[config.mk]
export PLATFORM = sky130hd
export DESIGN_NAME = rv32i_instruction_decoder
export DESIGN_NICKNAME = d
export VERILOG_FILES = /design/src/rtl/core/rvdec_pkg.sv /design/src/rtl/core/rvdec_decode.sv /design/src/rtl/core/rv32i_instruction_decoder.sv
export VERILOG_INCLUDE_DIRS = /design/src /design/src/rtl/core
export SDC_FILE = /design/constraint.sdc
export NUM_CORES = 1
export LEC_CHECK = 0
export ABC_AREA = 1
export BUFFER_PORTS_ARGS = -buffer_cell sky130_fd_sc_hd__buf_2
export CORE_MARGIN = 2
export CORE_UTILIZATION = 42
export DETAILED_ROUTE_END_ITERATION = 8
export GPL_TIMING_DRIVEN = 1
export PLACE_DENSITY = 0.68
export REMOVE_ABC_BUFFERS = 1
export SKIP_CTS_REPAIR_TIMING = 1
export SLEW_MARGIN = 5
export SYNTH_ARGS = -nofsm -noshare
export SYNTH_HDL_FRONTEND = slang
export SYNTH_SLANG_ARGS = --single-unit
export TNS_END_PERCENT = 10
[constraint.sdc]
create_clock -name clock -period 6.7 [get_ports clock]
set_clock_uncertainty 0.1 [all_clocks]
set_input_delay 0.335 -clock clock [delete_from_list [all_inputs] [get_ports clock]]
set_output_delay 0.335 -clock clock [all_outputs]
set_load 0.01 [all_outputs]
[src/rtl/core/rv32i_instruction_decoder_defines.svh]
// Assertion macros shared by the decoder RTL.
`ifndef RV32I_INSTRUCTION_DECODER_DEFINES_SVH
`define RV32I_INSTRUCTION_DECODER_DEFINES_SVH

// Same-cycle implication, quiet while reset is high.
`define RVDEC_ASSERT_SAME(label, clk, rst, ante, cons, msg) \
   label: assert property (@(posedge clk) disable iff (rst) (ante) |-> (cons)) \
      else $error(msg);

// Next-cycle implication, quiet while reset is high.
`define RVDEC_ASSERT_NEXT(label, clk, rst, ante, cons, msg) \
   label: assert property (@(posedge clk) disable iff (rst) (ante) |=> (cons)) \
      else $error(msg);

// Next-cycle implication that also holds across reset.
`define RVDEC_ASSERT_ALWAYS_NEXT(label, clk, ante, cons, msg) \
   label: assert property (@(posedge clk) (ante) |=> (cons)) \
      else $error(msg);

`endif

[src/rtl/core/rvdec_pkg.sv]
// Types, encodings and helper functions of the RV32I decoder.
package rvdec_pkg;

   // major opcodes
   localparam logic [6:0] OPC_OP     = 7'h33;
   localparam logic [6:0] OPC_OP_IMM = 7'h13;
   localparam logic [6:0] OPC_LOAD   = 7'h03;
   localparam logic [6:0] OPC_JALR   = 7'h67;
   localparam logic [6:0] OPC_STORE  = 7'h23;
   localparam logic [6:0] OPC_BRANCH = 7'h63;
   localparam logic [6:0] OPC_LUI    = 7'h37;
   localparam logic [6:0] OPC_AUIPC  = 7'h17;
   localparam logic [6:0] OPC_JAL    = 7'h6f;

   localparam logic [2:0] F3_ADD = 3'd0;
   localparam logic [2:0] F3_SR  = 3'd5;
   localparam logic [6:0] F7_BASE = 7'h00;
   localparam logic [6:0] F7_ALT  = 7'h20;

   // ADDI x, x, 255 marks end of program
   localparam logic [11:0] END_IMM      = 12'd255;
   localparam logic [31:0] END_SENTINEL = 32'hfffe40ae;

   // instruction classes
   localparam logic [2:0] CLS_NONE   = 3'd0;
   localparam logic [2:0] CLS_CALC   = 3'd1;
   localparam logic [2:0] CLS_LOAD   = 3'd2;
   localparam logic [2:0] CLS_STORE  = 3'd3;
   localparam logic [2:0] CLS_BRANCH = 3'd4;
   localparam logic [2:0] CLS_END    = 3'd5;

   // sub-operations
   localparam logic [3:0] SUB_ADD  = 4'd0;
   localparam logic [3:0] SUB_SLL  = 4'd2;
   localparam logic [3:0] SUB_LT   = 4'd3;
   localparam logic [3:0] SUB_LTU  = 4'd4;
   localparam logic [3:0] SUB_XOR  = 4'd5;
   localparam logic [3:0] SUB_SRL  = 4'd6;
   localparam logic [3:0] SUB_OR   = 4'd8;
   localparam logic [3:0] SUB_AND  = 4'd9;
   localparam logic [3:0] SUB_IMM  = 4'd10;
   localparam logic [3:0] SUB_JAL  = 4'd6;
   localparam logic [3:0] SUB_JALR = 4'd7;
   localparam logic [3:0] SUB_ALT_STEP    = 4'd1;
   localparam logic [3:0] SUB_BRANCH_BIAS = 4'd2;

   // operand flags
   localparam logic [3:0] FLAG_RD   = 4'b0001;
   localparam logic [3:0] FLAG_IMM  = 4'b0010;
   localparam logic [3:0] FLAG_PC   = 4'b0100;
   localparam logic [3:0] FLAG_SEXT = 4'b1000;

   typedef struct packed {
      logic        illegal_insn;
      logic        predicted_taken_out;
      logic [31:0] predicted_target_out;
      logic [31:0] immediate_value;
      logic [3:0]  operand_flags;
      logic [3:0]  sub_op;
      logic [2:0]  insn_class;
      logic [4:0]  dest_reg;
      logic [4:0]  source_reg_two;
      logic [4:0]  source_reg_one;
      logic [31:0] pc_out;
   } uop_type;

   localparam int REQ_BITS = 104;
   localparam int RSP_BITS = 128;

   // funct3 to ALU sub-op, funct7 alternate adds one
   function automatic logic [3:0] alu_sub(input logic [2:0] f3);
      logic [3:0] s;
      case (f3)
         3'd0:    s = SUB_ADD;
         3'd1:    s = SUB_SLL;
         3'd2:    s = SUB_LT;
         3'd3:    s = SUB_LTU;
         3'd4:    s = SUB_XOR;
         3'd5:    s = SUB_SRL;
         3'd6:    s = SUB_OR;
         3'd7:    s = SUB_AND;
         default: s = SUB_ADD;
      endcase
      return s;
   endfunction

endpackage

[src/rtl/core/rvdec_decode.sv]
// Combinational RV32I field decode of one registered request.
module rvdec_decode (
   input  logic [31:0]       instruction_word,
   input  logic [31:0]       fetch_pc,
   input  logic [31:0]       predicted_target_in,
   input  logic              predicted_taken_in,
   output rvdec_pkg::uop_type uop
);

   logic [6:0]  opcode;
   logic [2:0]  f3;
   logic [6:0]  f7;
   logic [31:0] imm_i, imm_s, imm_b, imm_u, imm_j;
   logic [2:0]  cls;
   logic [3:0]  sub;
   logic [3:0]  flg;
   logic [31:0] imm;
   logic [31:0] tgt;
   logic        bad;

   assign opcode = instruction_word[6:0];
   assign f3     = instruction_word[14:12];
   assign f7     = instruction_word[31:25];

   assign imm_i = {{20{instruction_word[31]}}, instruction_word[31:20]};
   assign imm_s = {{20{instruction_word[31]}}, instruction_word[31:25],
                   instruction_word[11:7]};
   assign imm_b = {{19{instruction_word[31]}}, instruction_word[31], instruction_word[7],
                   instruction_word[30:25], instruction_word[11:8], 1'b0};
   assign imm_u = {instruction_word[31:12], 12'd0};
   assign imm_j = {{11{instruction_word[31]}}, instruction_word[31],
                   instruction_word[19:12], instruction_word[20],
                   instruction_word[30:21], 1'b0};

   always_comb begin
      cls = rvdec_pkg::CLS_NONE;
      sub = rvdec_pkg::SUB_ADD;
      flg = 4'd0;
      imm = 32'd0;
      tgt = predicted_target_in;
      bad = 1'b0;
      case (opcode)
         rvdec_pkg::OPC_OP: begin
            cls = rvdec_pkg::CLS_CALC;
            flg = rvdec_pkg::FLAG_RD;
            sub = rvdec_pkg::alu_sub(f3);
            if (f3 == rvdec_pkg::F3_ADD || f3 == rvdec_pkg::F3_SR) begin
               if (f7 == rvdec_pkg::F7_ALT) sub = sub + rvdec_pkg::SUB_ALT_STEP;
               else if (f7 != rvdec_pkg::F7_BASE) bad = 1'b1;
            end
         end
         rvdec_pkg::OPC_OP_IMM: begin
            cls = rvdec_pkg::CLS_CALC;
            flg = rvdec_pkg::FLAG_RD | rvdec_pkg::FLAG_IMM;
            sub = rvdec_pkg::alu_sub(f3);
            imm = imm_i;
            if (f3 == rvdec_pkg::F3_ADD && instruction_word[31:20] == rvdec_pkg::END_IMM) begin
               cls = rvdec_pkg::CLS_END;
               tgt = rvdec_pkg::END_SENTINEL;
            end else if (f3 == rvdec_pkg::F3_SR) begin
               imm = {27'd0, imm_i[4:0]};  // shift amount only
               if (f7 == rvdec_pkg::F7_ALT) sub = sub + rvdec_pkg::SUB_ALT_STEP;
               else if (f7 != rvdec_pkg::F7_BASE) bad = 1'b1;
            end
         end
         rvdec_pkg::OPC_LOAD: begin
            cls = rvdec_pkg::CLS_LOAD;
            flg = rvdec_pkg::FLAG_RD;
            imm = imm_i;
            if (f3 inside {3'd0, 3'd1, 3'd2}) begin
               sub = {1'b0, f3};
               flg = rvdec_pkg::FLAG_RD | rvdec_pkg::FLAG_SEXT;
            end else if (f3 inside {3'd4, 3'd5}) begin
               sub = {3'd0, f3[0]};  // LBU / LHU
            end else begin
               bad = 1'b1;
            end
         end
         rvdec_pkg::OPC_JALR: begin
            cls = rvdec_pkg::CLS_BRANCH;
            sub = rvdec_pkg::SUB_JALR;
            flg = rvdec_pkg::FLAG_RD;
            imm = imm_i;
         end
         rvdec_pkg::OPC_STORE: begin
            cls = rvdec_pkg::CLS_STORE;
            imm = imm_s;
            if (f3 inside {3'd0, 3'd1, 3'd2}) sub = {1'b0, f3};
            else bad = 1'b1;
         end
         rvdec_pkg::OPC_BRANCH: begin
            cls = rvdec_pkg::CLS_BRANCH;
            imm = imm_b;
            if (f3 inside {3'd0, 3'd1}) sub = {1'b0, f3};
            else if (f3 inside {3'd4, 3'd5, 3'd6, 3'd7})
               sub = {1'b0, f3} - rvdec_pkg::SUB_BRANCH_BIAS;
            else bad = 1'b1;
         end
         rvdec_pkg::OPC_LUI: begin
            cls = rvdec_pkg::CLS_CALC;
            sub = rvdec_pkg::SUB_IMM;
            flg = rvdec_pkg::FLAG_RD | rvdec_pkg::FLAG_IMM;
            imm = imm_u;
         end
         rvdec_pkg::OPC_AUIPC: begin
            cls = rvdec_pkg::CLS_CALC;
            sub = rvdec_pkg::SUB_ADD;
            flg = rvdec_pkg::FLAG_RD | rvdec_pkg::FLAG_IMM | rvdec_pkg::FLAG_PC;
            imm = imm_u;
         end
         rvdec_pkg::OPC_JAL: begin
            cls = rvdec_pkg::CLS_BRANCH;
            sub = rvdec_pkg::SUB_JAL;
            flg = rvdec_pkg::FLAG_RD | rvdec_pkg::FLAG_IMM;
            imm = imm_j;
         end
         default: begin
         end
      endcase
   end

   always_comb begin
      if (bad) begin
         uop              = '0;
         uop.illegal_insn = 1'b1;
      end else begin
         uop.pc_out               = fetch_pc;
         uop.source_reg_one       = instruction_word[19:15];
         uop.source_reg_two       = instruction_word[24:20];
         uop.dest_reg             = instruction_word[11:7];
         uop.insn_class           = cls;
         uop.sub_op               = sub;
         uop.operand_flags        = flg;
         uop.immediate_value      = imm;
         uop.predicted_target_out = tgt;
         uop.predicted_taken_out  = predicted_taken_in;
         uop.illegal_insn         = 1'b0;
      end
   end

endmodule

[src/rtl/core/rv32i_instruction_decoder.sv]
// RV32I instruction decoder: request register, field decode, result register.
// An accepted request is decoded from stage 1 and offered once loaded into stage 2.
// One request per cycle unless rsp stalls; decode is a single pass between registers.
// Backpressure on rsp stalls stage 2 and a full stage 1; req_tready drops only then.
// Reset (synchronous, active high) empties both stages; payload regs are not reset.
`include "rv32i_instruction_decoder_defines.svh"

module rv32i_instruction_decoder (
   input  logic         clock,
   input  logic         reset,
   input  logic         req_tvalid,
   output logic         req_tready,
   // [31:0] instruction_word, [63:32] fetch_pc, [95:64] predicted_target_in,
   // [96] predicted_taken_in, [103:97] zero
   input  logic [103:0] req_tdata,
   output logic         rsp_tvalid,
   input  logic         rsp_tready,
   // [31:0] pc_out, [36:32] source_reg_one, [41:37] source_reg_two,
   // [46:42] dest_reg, [49:47] insn_class, [53:50] sub_op, [57:54] operand_flags,
   // [89:58] immediate_value, [121:90] predicted_target_out,
   // [122] predicted_taken_out, [123] illegal_insn, [127:124] zero
   output logic [127:0] rsp_tdata
);

   // stage 1: captured request
   logic        req_valid_ff, req_valid_in;
   logic [31:0] word_ff, pc_ff, tgt_ff;
   logic        taken_ff;

   // stage 2: decoded result
   logic               rsp_valid_ff, rsp_valid_in;
   rvdec_pkg::uop_type uop_ff;
   rvdec_pkg::uop_type uop_dec;

   logic rsp_adv;   // result register may load
   logic req_adv;   // request register may load

   assign rsp_adv    = !rsp_valid_ff || rsp_tready;
   assign req_adv    = !req_valid_ff || rsp_adv;
   assign req_tready = req_adv;

   assign req_valid_in = req_adv ? req_tvalid : req_valid_ff;
   assign rsp_valid_in = rsp_adv ? req_valid_ff : rsp_valid_ff;

   always_ff @(posedge clock) begin
      if (reset) begin
         req_valid_ff <= 1'b0;
         rsp_valid_ff <= 1'b0;
      end else begin
         req_valid_ff <= req_valid_in;
         rsp_valid_ff <= rsp_valid_in;
      end
   end

   always_ff @(posedge clock) begin
      if (req_adv && req_tvalid) begin
         word_ff  <= req_tdata[31:0];
         pc_ff    <= req_tdata[63:32];
         tgt_ff   <= req_tdata[95:64];
         taken_ff <= req_tdata[96];
      end
   end

   rvdec_decode u_decode (
      .instruction_word    (word_ff),
      .fetch_pc            (pc_ff),
      .predicted_target_in (tgt_ff),
      .predicted_taken_in  (taken_ff),
      .uop                 (uop_dec)
   );

   always_ff @(posedge clock) begin
      if (rsp_adv && req_valid_ff) uop_ff <= uop_dec;
   end

   assign rsp_tvalid = rsp_valid_ff;
   assign rsp_tdata  = {4'd0, uop_ff};

   // a staged request moves into the result register when it is free
   `RVDEC_ASSERT_NEXT(a_stage_moves, clock, reset,
      req_valid_ff && rsp_adv, rsp_valid_ff, "staged request lost")
   // an accepted request always lands in stage 1
   `RVDEC_ASSERT_NEXT(a_req_lands, clock, reset,
      req_tvalid && req_tready, req_valid_ff, "accepted request dropped")
   // END marker carries the sentinel target
   `RVDEC_ASSERT_SAME(a_end_sentinel, clock, reset,
      rsp_tvalid && uop_ff.insn_class == rvdec_pkg::CLS_END,
      uop_ff.predicted_target_out == rvdec_pkg::END_SENTINEL, "END without sentinel target")
   // reset empties the pipeline
   `RVDEC_ASSERT_ALWAYS_NEXT(a_reset_empty, clock, reset,
      !rsp_valid_ff && !req_valid_ff, "valid after reset")

endmodule
==> summary.txt, run 1 <==
Die
  – Core ar.: 21,220 um^2
  – Die height: 151.6 um
  – I/O pin count: 238
  – Rows: 53
  – Die area: 22,980 um^2
  – Width of the die: 151.6 um
  – Initial Util: 0.4311

Power and ir drop
  – Leakage Power: 5.302 nW
  – Worst VDD drop: 200.3 uV
  – P per Cell Area: roughly 260 nW/um^2

Logic synthesis
  – #FFs+latches synth: 227
  – Synthesized area: 9149 um^2
  – Post-synthesis sequential area ratio: 0.7385
  – Syn_area_per_cell: 12.83 um^2
  – Post-synth cell types: 34
  – Cells after Synth: slightly above 700
  – Yosys warnings: 0

Worst hold path
  – Worst hold-check path type: input port to flip-flop

STA
  – Endpoints failing hold: 0
  – Max Transition Viols Final: 0
  – Relative slew slack: 0.2330
  – Final worst slack: 3.479 ns
  – Final min period: about 3.2 ns
  – Tcrit/Tclk final: 0.4807
  – Unrepaired setup endpoints after global routing: no
  – Max frequency: approximately 0.31 GHz
  – Slew @ Worst Pin: 1.150 ns
  – Final Setup Violations: 0

Final layout
  – Final Cell Area: approximately 12,000 um^2
  – ANT cells: 0
  – Area delta synth->final: 33.03%
  – Fraction of layout cells with a size suffix above 1: 0.3161
  – Final #Nets: 1,159

Worst setup path
  – Reg2reg path depth: 8
  – Type of origin of the critical path: flip-flop
  – Reg2Reg Capture Point: rsp_tdata[21]
  – Crit path DAT: around 3.4 ns
  – Worst Setup End Kind: flip-flop
  – Critical path fanouts, max: 75
  – WS Path Type: flip-flop to flip-flop
  – Internal reg-to-reg setup slack: about 3.5 ns
  – Reg2reg start: word_ff[2]
  – Setup crit end: rsp_tdata[21]
  – Crit path from: word_ff[2]
  – CP required: 6.84 ns

Placed design
  – Dpl hpwl: between 10,000 and 15,000 um
  – Gpl congestion: 0.8594
  – Placed inst area: 10,460 um^2
  – IO Port Bufs: roughly 230
  – Pre-CTS WS: 3.549 ns

Detailed routing
  – Wire per inst: 15.27 um
  – DRC Markers: 0
  – Avg Vias per Cell: between 4 and 5
  – DR vias: 6,164
  – Antenna viol nets, final: 0
  – Drt pass-1 iters: 5
  – WL final: between 20,000 and 25,000 um
  – Initial DRC count: 356

GRT
  – Largest net degree at the start of global routing: 84
  – GR Util All Layers: 0.1627
  – GRT overflow: 0
  – Vias in the first global route: 5,539
  – Initial antenna violation count: 0
  – First-pass GRT wire length: 28,660 um

CTS
  – CTS root buf: clkbuf_16
  – Worst-case clock buffer depth: 3
  – Clk sink count: 227
  – CTS tree: built
  – H-tree levels: 1
  – Clock transition at path regs: ~0.060 ns
  – Worst skew pair latency: between 0.5 and 0.6 ns
  – CTS buffer count: 24

Flow run
  – Max_cap viols: 0

Run status
  – Status: complete, no violations
## cells in the final DEF, fill, tap and decap left out, types with 2 or more instances in the layout
master / instances
buf_2: 226
edfxtp_1: 221
nor2_1: 108
nand2_1: 99
dlygate4sd3_1: 98
inv_1: 97
nor2_2: 34
clkbuf_16: 24
o21ai_0: 22
a21oi_1: 22
nand3_1: 17
a21oi_2: 16
inv_2: 8
clkbuf_1: 7
dfxtp_1: 6
nand4_1: 5
ha_1: 5
clkinv_1: 5
buf_4: 5
conb_1: 4
nand2_2: 3
nor2_4: 3
nand3_2: 3
nor4_1: 3
nor3_1: 3
nand2_4: 2
clkinv_2: 2
clkinvlp_4: 2
## layout make-up
cell class	count	area, um^2
clock buffer	31	626.9
clock inverter	12	98.84
fill	1763	9050
inverter	106	400.4
multi-input combinational	358	1794
sequential	227	6756
tap	275	344.1
timing repair buffer	329	2150
## report_power, final
part           switching (W)  internal (W)  total, W
sequential         0.0000282       0.00164   0.00167
clock               0.000532      0.000700   0.00123
combinational       0.000130      0.000108  0.000237
## layer usage
metal,global-route usage,share of wire,up-vias
met3,0.04401,0.074,42
met1,0.2002,0.39,2844
met5,0,0,-
li1,-,-,3046
met4,0.06620,0.035,0
met2,0.2733,0.50,232
## synthesized netlist by cell type, drive strengths merged
master     n  area, um^2
edfxtp   221        6636
nor2     145       651.9
inv      106       397.9
nand2    104       412.9
a21oi     39       255.2
buf       23       215.2
o21ai     23       126.4
nand3     21       132.6
dfxtp      6       120.1
ha         5       62.56
nand4      5       31.28
nor3       3       15.01
nor4       3       18.77
clkbuf     2       7.510
conb       1       3.750
nand3b     1       20.02
o2111ai    1       8.760
o211ai     1       7.510
o21a       1       7.510
o221ai     1       8.760
xnor2      1       8.760
## kinds of logic (layout without fill, tap and decap cells)
kind of cell	Yosys count	count (layout)	synth area share
AOI/OAI and AO/OA	66	66	0.04527
and+or+nand+nor	282	282	0.1402
DFF	227	227	0.7385
buffers and inverters	131	478	0.06783
other	1	4	0.0004099
xor gates and xnor gates	1	1	0.0009575
adders and majority gates	5	5	0.006838
## per-stage QoR
| stage | setup TNS [ns] | cells | hold slack, ns | power (W) | utilization |
|---|---|---|---|---|---|
| 3_5_place_dp | 0 | 1197 | 0.4131 | 0.001894 | 0.4931 |
| 4_1_cts | 0 | 1240 | -0.1329 | 0.003126 | 0.5273 |
| 5_1_grt | 0 | 1338 | 0.06700 | 0.003253 | 0.5735 |
| 3_3_place_gp | 0 | 1197 | 0.4061 | 0.001886 | 0.4931 |
| 6_report | 0 | 1338 | 0.04507 | 0.003141 | 0.5735 |
| 2_1_floorplan | -51.05 | 691 | 0.3041 | 0.001811 | - |
## worst min-delay path by stage
stage	from	end	slack, ns	cells after the start
floorplan	reset	req_valid_ff	0.30	1
global placement	req_valid_ff	rsp_tvalid	0.41	2
detailed placement	req_tdata[44]	pc_ff[12]	0.41	1
CTS	req_tdata[71]	tgt_ff[7]	-0.13	1
global route	rsp_tready	rsp_tvalid	0.07	4
finish	rsp_tready	rsp_tvalid	0.05	4
## flip-flops by register name, indices dropped and copies added (netlist names), named ones only
register      flops
taken_ff          1
req_valid_ff      1
word_ff          32
pc_ff            32
tgt_ff           32
rsp_tvalid        1
rsp_tdata       124
## critical path, cell delays in order (launching register included)
cell and delay [ns]:
edfxtp_1 0.43, inv_1 0.10, nand2_1 0.09, nor2_4 0.18, nand2_1 0.18, nor2_1 0.17, nand3b_4 0.89, buf_4 0.62
nor2_1 0.12
No activity file was read; power rests on OpenSTA's default activity.
==> run 2: changes to the inputs <==
--- a/config.mk
+++ b/config.mk
@@ -12,7 +12,7 @@
 export CORE_UTILIZATION = 42
 export DETAILED_ROUTE_END_ITERATION = 8
 export GPL_TIMING_DRIVEN = 1
-export PLACE_DENSITY = 0.68
+export PLACE_DENSITY = 0.66
 export REMOVE_ABC_BUFFERS = 1
 export SKIP_CTS_REPAIR_TIMING = 1
 export SLEW_MARGIN = 5
==> constraint.sdc (replaced) <==
create_clock -name clock -period 3.3 [get_ports clock]
set_clock_uncertainty 0.1 [all_clocks]
set_input_delay 0.165 -clock clock [delete_from_list [all_inputs] [get_ports clock]]
set_output_delay 0.165 -clock clock [all_outputs]
set_load 0.01 [all_outputs]
==> run 2 against run 1 <==
  * Routed wire length rose by 0.27%
  * Largest cell class unchanged
  * Global-route usage is 0.42 points lower
  * Critical path type unchanged
  * Worst setup slack worse by 2.6 ns
  * First-iteration DRC count shrank 4.5%
  * Combinational power up 110%
  * Register-to-register slack lost 2.6 ns
  * Critical path depth grew 1
  * Core utilization up 0.12 points
  * Hold slack gained 0.0098 ns
  * Clock power increased by 91%
  * Sequential share of layout area decreased by 0.12 points
  * Cell count is the same
==> summary.txt, run 2 (same netlist as run 1, synthesis figures left out) <==
GRT
  – First-pass GRT wire length: between 20,000 and 30,000 um
  – Largest net degree at the start of global routing: between 100 and 150
  – Initial antenna violation count: 0
  – GR Util All Layers: 0.1585
  – GRT overflow: 0
  – Vias in the first global route: approximately 5.3k

Die
  – Die height: 151.6 um
  – Initial Util: 0.4311
  – Die area: approximately 23,000 um^2
  – I/O pin count: about 240
  – Core ar.: 21,220 um^2
  – Rows: 53
  – Width of the die: between 150 and 200 um

STA
  – Final Setup Violations: 0
  – Setup TNS: 0 ns
  – Hold_ws: 0.05488 ns
  – Max frequency: 0.4129 GHz
  – Slew @ Worst Pin: 0.7687 ns
  – Unrepaired setup endpoints after global routing: no
  – Relative slew slack: 0.4863
  – Endpoints failing hold: 0
  – Max Transition Viols Final: 0
  – Tcrit/Tclk final: 0.7339
  – Final min period: 2.422 ns

Detailed routing
  – Avg Vias per Cell: 4.568
  – Wire per inst: 15.31 um
  – DRC Markers: 0
  – DR vias: around 6.1k
  – Initial DRC count: 340
  – WL final: 20,480 um
  – Antenna viol nets, final: 0
  – Drt pass-1 iters: 4

Flow run
  – Max_cap viols: 0

CTS
  – H-tree levels: 1
  – CTS tree: built
  – Worst-case clock buffer depth: 3
  – CTS root buf: clkbuf_16
  – CTS buffer count: 23
  – Clk sink count: 227
  – Clock transition at path regs: 0.06 ns
  – Worst skew pair latency: 0.50 ns

Final layout
  – ANT cells: 0
  – Most frequent cells in the layout: buf_2 (226), edfxtp_1 (221), nor2_1 (108)
  – Fraction of layout cells with a size suffix above 1: 0.3151
  – Fillers: 1,747
  – Final #Nets: 1,162
  – Most common cell after layout, fill and taps aside: buf_2
  – Max FFs per register: 124
  – Area delta synth->final: 33.32%
  – Fin cells: 1,338

Worst setup path
  – Max stage delay on crit path: 0.47 ns
  – Critical path fanouts, max: 29
  – Type of origin of the critical path: flip-flop
  – Crit-path leading delay family: simple AND/OR/NAND/NOR gates
  – Buffers & Inverters on Critical Path: 2
  – Critical path depth: 9
  – Critical-path cell list: inv_2, nand3_2, nor2_2, nand2_2, nand2_4, o21ai_4, nand3b_4, buf_4, a21oi_1
  – Crit path DAT: 2.55 ns
  – Reg2reg path depth: 9
  – CP required: 3.43 ns
  – WS Path Type: flip-flop to flip-flop
  – Worst Setup End Kind: flip-flop
  – Crit path max-delay cell type: edfxtp_1

Worst hold path
  – Worst hold-check path type: input port to flip-flop
  – Hold path depth: 3

Power and ir drop
  – P per Cell Area: 511.3 nW/um^2
  – Leakage Power: 5.320 nW
  – Worst VDD drop: 418.1 uV

Placed design
  – IO Port Bufs: approximately 230
  – DP Cell Count: approximately 1.2k
  – Dpl hpwl: 12,730 um
  – Gpl congestion: between 0.8 and 0.9

Run status
  – Status: complete, no violations
## run 2: changes by cell type in the layout (fill, tap and decap cells not counted)
cell	delta
buf_12	+4
buf_4	-2
clkbuf_1	-2
clkinv_2	+2
clkinvlp_4	-2
dlygate4sd3_1	+2
clkbuf_16	-1
clkinv_1	+1
clkinv_4	-1
clkinv_8	-1
## run 2: layer usage
| layer | track usage | vias up | part of all wire |
|---|---|---|---|
| met5 | 0 | - | 0 |
| met4 | 0.04676 | 0 | 0.024 |
| met3 | 0.04701 | 37 | 0.067 |
| met2 | 0.2638 | 189 | 0.50 |
| met1 | 0.2019 | 2846 | 0.40 |
| li1 | - | 3040 | - |
## run 2: area by class of cell
| cell class | count | area, um^2 | share of cell area |
|---|---|---|---|
| sequential | 227 | 6756 | 0.5540 |
| timing repair buffer | 333 | 2235 | 0.1832 |
| multi-input combinational | 358 | 1794 | 0.1471 |
| clock buffer | 28 | 594.3 | 0.04873 |
| inverter | 106 | 400.4 | 0.03283 |
| tap | 275 | 344.1 | 0.02821 |
| clock inverter | 11 | 72.57 | 0.005950 |
## run 2: power by group
group,internal [W],switching [W],leakage [nW]
combinational,0.000224,0.000265,2.79
clock,0.00135,0.00101,0.329
sequential,0.00334,0.0000567,2.20
total,0.00491,0.00133,5.32
## run 2: final timing paths
kind	to	slack, ns	start
max	rsp_tdata[95]	0.88	word_ff[6]
min reg2reg	rsp_tdata[11]	0.44	pc_ff[11]
max reg2reg	rsp_tdata[95]	0.88	word_ff[6]
min	req_valid_ff	0.05	req_tvalid
## run 2: metrics by stage
step	setup WS, ns	utilization	total power (W)	instance area, um^2
detailed placement	0.8514	0.4962	0.003848	10530
CTS	0.8437	0.5276	0.006204	11200
global route	0.7119	0.5748	0.006473	12200
global placement	0.8904	0.4962	0.003834	10530
floorplan	-3.812	-	0.003676	8937
finish	0.8780	0.5748	0.006236	12200
## run 2: worst min-delay path, cell delays in order
cell	delay (ns)
buf_2	0.10
nand2_1	0.23
a21oi_1	0.11
